[config.mk]
export PLATFORM = sky130hd
export DESIGN_NAME = mavlink_v1_frame_encoder_top
export DESIGN_NICKNAME = d
export VERILOG_FILES = /design/src/hdl/mfe_pkg.sv /design/src/hdl/mfe_front.sv /design/src/hdl/mfe_queue.sv /design/src/hdl/mfe_back.sv /design/src/hdl/mavlink_v1_frame_encoder_top.sv
export SDC_FILE = /design/constraint.sdc
export NUM_CORES = 1
export LEC_CHECK = 0
export BUFFER_PORTS_ARGS = -buffer_cell sky130_fd_sc_hd__buf_4
export CAP_MARGIN = 15
export CORE_ASPECT_RATIO = 1.4
export CORE_UTILIZATION = 42
export CTS_BUF_LIST = sky130_fd_sc_hd__clkbuf_8 sky130_fd_sc_hd__clkbuf_16
export CTS_CLUSTER_SIZE = 20
export DETAILED_ROUTE_END_ITERATION = 6
export GPL_TIMING_DRIVEN = 0
export PLACE_DENSITY_LB_ADDON = 0.12
export SYNTH_ARGS = -nofsm -noshare
export SYNTH_HDL_FRONTEND = slang
export SYNTH_SLANG_ARGS = --single-unit
[constraint.sdc]
create_clock -name clock -period 4.1 [get_ports clock]
set_input_delay 0 -clock clock [delete_from_list [all_inputs] [get_ports clock]]
set_output_delay 0 -clock clock [all_outputs]
set_load 0.02 [all_outputs]
[src/hdl/mfe_pkg.sv]
// Shared types, constants and the CRC fold for the MAVLink v1 frame encoder.
// No dependencies; every other file of the block imports this package.
package mfe_pkg;

   localparam logic [7:0]  START_MARKER = 8'hFE;
   localparam logic [15:0] CRC_SEED     = 16'hFFFF;

   localparam int QUEUE_DEPTH = 4;
   localparam int QPTR_W      = $clog2(QUEUE_DEPTH);
   localparam int QCNT_W      = $clog2(QUEUE_DEPTH + 1);

   localparam int CSR_INDEX_W = 8;
   localparam logic [CSR_INDEX_W-1:0] CSR_SYSTEM_ID    = 8'd0;
   localparam logic [CSR_INDEX_W-1:0] CSR_COMPONENT_ID = 8'd1;

   // one queued item, already classified by the front
   typedef struct packed {
      logic [7:0] payload_byte;
      logic [7:0] message_id;
      logic [7:0] payload_length;
      logic [7:0] msg_seed;
      logic [7:0] sequence_number;
      logic [7:0] system_id;
      logic [7:0] component_id;
      logic       header;    // first item of a frame: emit the header
      logic       has_pay;   // item carries a payload byte
      logic       ends;      // frame closes after this item
   } job_type;

   typedef enum logic [3:0] {
      ST_MARK,
      ST_LEN,
      ST_SEQ,
      ST_SYS,
      ST_COMP,
      ST_MID,
      ST_PAY,
      ST_CRCL,
      ST_CRCH
   } step_type;

   // X.25 / MCRF4XX byte fold
   function automatic logic [15:0] crc_fold(input logic [15:0] crc, input logic [7:0] b);
      logic [7:0] t;
      t = b ^ crc[7:0];
      t = t ^ {t[3:0], 4'h0};
      crc_fold = {8'h00, crc[15:8]} ^ {t, 8'h00} ^ {5'b00000, t, 3'b000}
               ^ {12'h000, t[7:4]};
   endfunction

endpackage

[src/hdl/mfe_front.sv]
// Front end: configuration registers, frame tracking and job classification.
// Depends on mfe_pkg.
module mfe_front
   import mfe_pkg::*;
(
   input  logic                   clock,
   input  logic                   reset,
   input  logic                   csr_valid,
   output logic                   csr_ready,
   input  logic [CSR_INDEX_W-1:0] csr_index,
   input  logic [7:0]             csr_data,
   input  logic                   accept,
   input  logic [7:0]             payload_byte,
   input  logic [7:0]             message_id,
   input  logic [7:0]             payload_length,
   input  logic [7:0]             msg_seed,
   output job_type                job
);

   logic [7:0] system_id_ff, system_id_in;
   logic [7:0] component_id_ff, component_id_in;
   logic [7:0] seq_ff, seq_in;
   logic [7:0] remaining_ff, remaining_in;
   logic       open_ff, open_in;
   logic [7:0] extra_ff, extra_in;

   assign csr_ready = 1'b1;

   always_comb begin
      system_id_in    = system_id_ff;
      component_id_in = component_id_ff;
      if (csr_valid) begin
         if (csr_index == CSR_SYSTEM_ID) begin
            system_id_in = csr_data;
         end else if (csr_index == CSR_COMPONENT_ID) begin
            component_id_in = csr_data;
         end
      end
   end

   always_comb begin
      job.payload_byte    = payload_byte;
      job.message_id      = message_id;
      job.payload_length  = payload_length;
      job.msg_seed        = open_ff ? extra_ff : msg_seed;
      job.sequence_number = seq_ff;
      job.system_id       = system_id_ff;
      job.component_id    = component_id_ff;
      job.header          = !open_ff;
      seq_in              = seq_ff;
      remaining_in        = remaining_ff;
      open_in             = open_ff;
      extra_in            = extra_ff;
      if (open_ff) begin
         job.has_pay  = 1'b1;
         job.ends     = (remaining_ff == 8'd1);
         remaining_in = remaining_ff - 8'd1;
      end else begin
         job.has_pay  = (payload_length != 8'd0);
         job.ends     = (payload_length <= 8'd1);
         remaining_in = (payload_length == 8'd0) ? 8'd0 : payload_length - 8'd1;
      end
      if (accept) begin
         open_in = !job.ends;
         if (!open_ff) begin
            seq_in   = seq_ff + 8'd1;
            extra_in = msg_seed;
         end
      end else begin
         remaining_in = remaining_ff;
      end
   end

   always_ff @(posedge clock) begin
      if (reset) begin
         system_id_ff    <= 8'hFF;
         component_id_ff <= 8'h00;
         seq_ff          <= 8'h00;
         remaining_ff    <= 8'h00;
         open_ff         <= 1'b0;
         extra_ff        <= 8'h00;
      end else begin
         system_id_ff    <= system_id_in;
         component_id_ff <= component_id_in;
         seq_ff          <= seq_in;
         remaining_ff    <= remaining_in;
         open_ff         <= open_in;
         extra_ff        <= extra_in;
      end
   end

endmodule

[src/hdl/mfe_queue.sv]
// Short job queue between the front and the back end.
// Depends on mfe_pkg.
module mfe_queue
   import mfe_pkg::*;
(
   input  logic    clock,
   input  logic    reset,
   input  logic    push,
   input  job_type push_job,
   output logic    full,
   input  logic    pop,
   output logic    head_valid,
   output job_type head_job
);

   job_type             mem [QUEUE_DEPTH];
   logic [QPTR_W-1:0]   wr_ff, wr_in;
   logic [QPTR_W-1:0]   rd_ff, rd_in;
   logic [QCNT_W-1:0]   count_ff, count_in;
   logic                do_push, do_pop;

   assign full       = (count_ff == QCNT_W'(QUEUE_DEPTH));
   assign head_valid = (count_ff != '0);
   assign head_job   = mem[rd_ff];
   assign do_push    = push && !full;
   assign do_pop     = pop && head_valid;

   always_comb begin
      wr_in    = do_push ? wr_ff + 1'b1 : wr_ff;
      rd_in    = do_pop ? rd_ff + 1'b1 : rd_ff;
      count_in = count_ff + QCNT_W'(do_push) - QCNT_W'(do_pop);
   end

   always_ff @(posedge clock) begin
      if (do_push) begin
         mem[wr_ff] <= push_job;
      end
   end

   always_ff @(posedge clock) begin
      if (reset) begin
         wr_ff    <= '0;
         rd_ff    <= '0;
         count_ff <= '0;
      end else begin
         wr_ff    <= wr_in;
         rd_ff    <= rd_in;
         count_ff <= count_in;
      end
   end

endmodule

[src/hdl/mfe_back.sv]
// Back end: steps through the bytes of each job, keeps the CRC, holds the result register.
// Depends on mfe_pkg.
module mfe_back
   import mfe_pkg::*;
(
   input  logic       clock,
   input  logic       reset,
   input  logic       job_valid,
   input  job_type    job,
   output logic       job_pop,
   output logic       rsp_empty,
   input  logic       rsp_pop,
   output logic [7:0] rsp_frame_byte,
   output logic       rsp_last_in_run,
   output logic       rsp_last_in_frame
);

   step_type    step_ff, step_in, cur_step, next_step;
   logic        started_ff, started_in;
   logic [15:0] crc_ff, crc_in, crc_x;
   logic        out_valid_ff, out_valid_in;
   logic [7:0]  byte_ff, byte_in;
   logic        run_ff, run_in;
   logic        frame_ff, frame_in;
   logic        advance, last_step;
   logic [7:0]  cur_byte;

   assign rsp_empty         = !out_valid_ff;
   assign rsp_frame_byte    = byte_ff;
   assign rsp_last_in_run   = run_ff;
   assign rsp_last_in_frame = frame_ff;

   assign advance  = job_valid && (!out_valid_ff || rsp_pop);
   assign cur_step = started_ff ? step_ff : (job.header ? ST_MARK : ST_PAY);
   assign crc_x    = crc_fold(crc_ff, job.msg_seed);

   always_comb begin
      next_step = ST_CRCH;
      cur_byte  = 8'h00;
      crc_in    = crc_ff;
      last_step = 1'b0;
      unique case (cur_step)
         ST_MARK: begin
            cur_byte  = START_MARKER;
            next_step = ST_LEN;
            crc_in    = CRC_SEED;
         end
         ST_LEN: begin
            cur_byte  = job.payload_length;
            next_step = ST_SEQ;
            crc_in    = crc_fold(crc_ff, cur_byte);
         end
         ST_SEQ: begin
            cur_byte  = job.sequence_number;
            next_step = ST_SYS;
            crc_in    = crc_fold(crc_ff, cur_byte);
         end
         ST_SYS: begin
            cur_byte  = job.system_id;
            next_step = ST_COMP;
            crc_in    = crc_fold(crc_ff, cur_byte);
         end
         ST_COMP: begin
            cur_byte  = job.component_id;
            next_step = ST_MID;
            crc_in    = crc_fold(crc_ff, cur_byte);
         end
         ST_MID: begin
            cur_byte  = job.message_id;
            next_step = job.has_pay ? ST_PAY : ST_CRCL;
            crc_in    = crc_fold(crc_ff, cur_byte);
         end
         ST_PAY: begin
            cur_byte  = job.payload_byte;
            next_step = ST_CRCL;
            last_step = !job.ends;
            crc_in    = crc_fold(crc_ff, cur_byte);
         end
         ST_CRCL: begin
            // fold the extra byte and show the low half in the same beat
            cur_byte  = crc_x[7:0];
            next_step = ST_CRCH;
            crc_in    = crc_x;
         end
         ST_CRCH: begin
            cur_byte  = crc_ff[15:8];
            last_step = 1'b1;
         end
         default: begin
            cur_byte = 8'h00;
         end
      endcase
   end

   always_comb begin
      job_pop      = advance && last_step;
      step_in      = step_ff;
      started_in   = started_ff;
      out_valid_in = out_valid_ff && !rsp_pop;
      byte_in      = byte_ff;
      run_in       = run_ff;
      frame_in     = frame_ff;
      if (advance) begin
         out_valid_in = 1'b1;
         byte_in      = cur_byte;
         run_in       = last_step;
         frame_in     = (cur_step == ST_CRCH);
         started_in   = !last_step;
         step_in      = next_step;
      end
   end

   always_ff @(posedge clock) begin
      if (advance) begin
         crc_ff <= crc_in;
      end
      byte_ff  <= byte_in;
      run_ff   <= run_in;
      frame_ff <= frame_in;
   end

   always_ff @(posedge clock) begin
      if (reset) begin
         step_ff      <= ST_MARK;
         started_ff   <= 1'b0;
         out_valid_ff <= 1'b0;
      end else begin
         step_ff      <= step_in;
         started_ff   <= started_in;
         out_valid_ff <= out_valid_in;
      end
   end

endmodule

[src/hdl/mavlink_v1_frame_encoder_top.sv]
// MAVLink v1 transmit frame encoder, top level.
// Usage:
//   req_* is a queue input: an item is taken at a clock edge with req_push high and
//   req_full low. The first item of a frame samples message id, payload length and
//   CRC extra; it also carries the first payload byte unless the length is zero.
//   rsp_* is a queue output: while rsp_empty is low the oldest frame byte is shown
//   and rsp_pop takes it. rsp_last_in_run marks the last byte caused by an item,
//   rsp_last_in_frame the CRC high byte.
//   csr_* writes system id (index 0) and component id (index 1); csr_ready is
//   always high and other indexes are dropped.
// Timing:
//   An item taken into an empty queue passes from the queue to the result register.
//   The back end emits one byte per cycle while not stalled by the receiver: a payload
//   item yields its byte, a frame's first item adds the header bytes before it, the
//   closing item adds the CRC bytes, a zero-length frame is header and CRC alone. A
//   four-deep queue takes items back to back until it fills behind header and CRC bursts.
// Reset empties the queue and the result register and clears the sequence number and frame state.
// When the receiver stalls the result byte holds and req_full rises once the queue fills.
// Depends on mfe_pkg, mfe_front, mfe_queue, mfe_back.
module mavlink_v1_frame_encoder_top
   import mfe_pkg::*;
(
   input  logic                   clock,
   input  logic                   reset,
   input  logic                   req_push,
   output logic                   req_full,
   input  logic [7:0]             req_payload_byte,
   input  logic [7:0]             req_message_id,
   input  logic [7:0]             req_payload_length,
   input  logic [7:0]             req_msg_seed,
   output logic                   rsp_empty,
   input  logic                   rsp_pop,
   output logic [7:0]             rsp_frame_byte,
   output logic                   rsp_last_in_run,
   output logic                   rsp_last_in_frame,
   input  logic                   csr_valid,
   output logic                   csr_ready,
   input  logic [CSR_INDEX_W-1:0] csr_index,
   input  logic [7:0]             csr_data
);

   job_type front_job, head_job;
   logic    accept, head_valid, job_pop;

   assign accept = req_push && !req_full;

   mfe_front u_front (
      .clock          (clock),
      .reset          (reset),
      .csr_valid      (csr_valid),
      .csr_ready      (csr_ready),
      .csr_index      (csr_index),
      .csr_data       (csr_data),
      .accept         (accept),
      .payload_byte   (req_payload_byte),
      .message_id     (req_message_id),
      .payload_length (req_payload_length),
      .msg_seed       (req_msg_seed),
      .job            (front_job)
   );

   mfe_queue u_queue (
      .clock      (clock),
      .reset      (reset),
      .push       (req_push),
      .push_job   (front_job),
      .full       (req_full),
      .pop        (job_pop),
      .head_valid (head_valid),
      .head_job   (head_job)
   );

   mfe_back u_back (
      .clock             (clock),
      .reset             (reset),
      .job_valid         (head_valid),
      .job               (head_job),
      .job_pop           (job_pop),
      .rsp_empty         (rsp_empty),
      .rsp_pop           (rsp_pop),
      .rsp_frame_byte    (rsp_frame_byte),
      .rsp_last_in_run   (rsp_last_in_run),
      .rsp_last_in_frame (rsp_last_in_frame)
   );

endmodule
==> results.tsv <==
metric	value	unit
run status	complete, but fails checks	
failing checks	DRC, hold timing	
multi-input logic area	5530	sq um
GRT overflow	0	
Peak VDD IR	0.393	mV
main flop type after synthesis	edfxtp_1	
# DRC	3	
slowest CP cell	mux4_2	
clk root buf	clkbuf_16	
commonest cells after routing, fill and taps aside	edfxtp_1, xnor2_1, nor2_1	
PortBufs	63	
Leak	5.91	nW
Power Density	749	nW/um^2
commonest non-fill, non-tap cell in the layout	edfxtp_1	
CTS tree	yes	
Routed wire per std cell	24.3	um
RSZ-0062 raised after global routing	false	
CP Cell Sequence	buf_6 > buf_8 > buf_4 > buf_4 > mux4_2 > o21ai_2 > and2_1 > ha_1 > inv_1 > ha_1 > inv_1 > fa_1 > xor2_1 > xnor2_1 > nor2_1	
Die Width	161	um
vias in the first global route	9130	
synthesis-to-finish area growth	18.4	%
row count	81	
ys async rst share	0	%
Final Hold Fails	1	
n_diodes	0	
worst endpoint data arrival time	4.26	ns
Tcrit/Tclk final	93.8	%
Hold WS	-0.0104	ns
I/O pins	66	
register clock-pin slew on the reported worst setup and hold paths	0.06	ns
Via Count	9056	
Final setup violation count	0	
fin crit period	3.85	ns
DRT antenna net count	0	
Netlist Area Pre-Place	14800	sq um
first-pass GRT wire length	58.5	mm
initial core utilization	42.5	%
Syn Inst Count	983	
# fillers	2996	
Max Fanout on Critical Path	10	
register area share after synthesis	60.6	%
CP Data Required Time	4.52	ns
xor and xnor area share after synthesis	10.8	%
syn avg cell area	15.1	sq um
Sink Count	318	
Nets	1198	
GRT Total Usage	22.2	%
multiplexer share of the synthesized area	11.3	%
DP Wirelength	27.7	mm
DR pass1 iterations	7	
Max Slew Vio Count	0	
post-route insts no fill	1612	
synth unique cells	71	
detailed-route wire length	39.2	mm
largest net degree at the start of global routing	51	
CTS Buf Count	30	
Worst setup SP type	register	
initial DRC count	570	
H-tree Lvls	1	
GP Congestion	0.924	
Syn Nets	1049	
clock skew	0.0229	ns
f_max	260	MHz
largest family of logic cells by synthesized area	multiplexers	
simple-gate portion of the synthesized area	6.83	%
CTS max path bufs	3	
Design Power	13.2	mW
Hold Path Class	in2reg	
Worst path max stage delay	0.58	ns
Crit. End Element	register	
CP Class	reg2reg	
initial antenna violation count	0	
Synth Area in Compound Gates	6.97	%
DR vias/cell	5.62	
Post-Place Cells	1508	
Post-Synth Adder-Cell Area	1.15	%
Post-synth EDFFs	262	
Die Height	224	um
Least-Margin Pin Slew	1.07	ns
CORE AREA	34900	sq um
share of layout cells above drive strength 1	17.5	%
sequential cell area	8990	sq um
Seq cells post-synth	318	
Worst slew margin	28.1	%
max_cap viols	0	
Clock Latency Late Sink	0.57	ns
Ys Warns	0	
die area	36100	sq um
## cell families after synthesis
logic type      count (synthesis)
flops                         318
simple gates                  208
xor+xnor                      151
compound gates                143
mux                            83
buf+inv                        66
fa+ha+maj                      13
other cells                     1
## worst max-delay path, delay by kind of cell, from the launching register on
family	cells	cell delay, ns
fa+ha+maj	3	0.79
simple gates	2	0.34
flops	1	0.32
buf+inv	6	1.01
mux	1	0.58
compound gates	1	0.32
xor+xnor	2	0.31
## final cells by class
class	instances	share of cell area (%)
tap	456	3.25
clock inverter	20	1.15
multi-input combinational	599	31.5
sequential	318	51.2
inverter	18	0.385
clock buffer	36	4.94
timing repair buffer	118	6.09
buffer	47	1.48
## what timing repair did
item                                   in CTS  in global routing
gates cloned                                0                  0
setup endpoints to repair                   2                  1
hold buffers                               48                  0
resized for setup                           3                  0
setup buffers                               0                  0
endpoints found under the hold margin     167                  0
## metal layers
layer | wire length (um) | GRT usage, % | vias up | part of all wire, %
met5 | 0 | 0 | - | 0
met4 | 1120 | 7.06 | 0 | 2.9
met3 | 1440 | 1.94 | 63 | 3.7
met2 | 20600 | 40.2 | 228 | 53
met1 | 16000 | 28.0 | 4650 | 41
li1 | - | - | 4115 | -
## through the flow
stage	cell area, sq um	TNS (ns)	util, %	setup WS (ns)
final	17600	0	50.4	0.255
after global routing	17600	0	50.4	0.0431
after CTS	17600	0	50.4	0.0990
after detailed placement	16000	-0.659	45.9	-0.450
after global placement	15900	-191.93	45.5	-0.878
after floorplan	14800	0	-	0.799
## state kept, by name, summed over array words and instances, names as in the netlist, 4 cells and up, named ones only
register and cells:
u_front.seq_ff 8, u_front.remaining_ff 8, u_queue.mem 236, u_back.crc_ff 16, u_front.extra_ff 8, u_front.system_id_ff 8
u_back.rsp_frame_byte 8, u_back.step_ff 4, u_front.component_id_ff 8
## final timing paths
check / from / endpoint / slack, ns / cells after the start
setup / recovery: register / u_queue.count_ff[2] / 0.25 / 15
hold reg to reg: u_back.out_valid_ff / u_back.out_valid_ff / 0.48 / 2
setup reg to reg: register / u_queue.count_ff[2] / 0.25 / 15
hold / removal: reset / u_queue.count_ff[0] / -0.01 / 2
## synth_stat cells (4+ instances only)
cell type,instances,area share (%)
a21oi_1,16,0.54
buf_2,7,0.24
nand3_1,14,0.47
xnor2_1,95,5.6
xor2_1,35,2.1
buf_4,4,0.20
a221oi_1,6,0.35
o22ai_1,17,0.72
xnor3_1,13,2.0
nor4b_1,4,0.24
clkbuf_1,30,0.76
inv_1,18,0.46
nand2_1,45,1.1
nor4_1,5,0.21
edfxtp_1,262,53
and2_1,6,0.25
ha_1,12,1.0
nand2b_1,5,0.21
nand4_1,7,0.30
nor2_1,70,1.8
a211o_1,9,0.53
dfxtp_1,56,7.6
mux2i_1,12,0.81
mux2_2,9,0.68
o211ai_1,5,0.25
mux4_2,45,6.8
mux4_1,17,3.0
nor3_1,19,0.64
o221ai_1,8,0.47
nand3b_1,4,0.20
a22oi_1,23,1.2
a211oi_1,4,0.20
nor2b_1,11,0.46
o21ai_0,22,0.74
## power by group
| group | leakage (nW) | switching (mW) | internal, mW |
|---|---|---|---|
| logic | 2.58 | 3.24 | 2.64 |
| clock network | 0.547 | 1.18 | 1.75 |
| registers | 2.78 | 0.234 | 4.11 |
| total | 5.91 | 4.65 | 8.51 |
(Power assumes the default switching activity.)
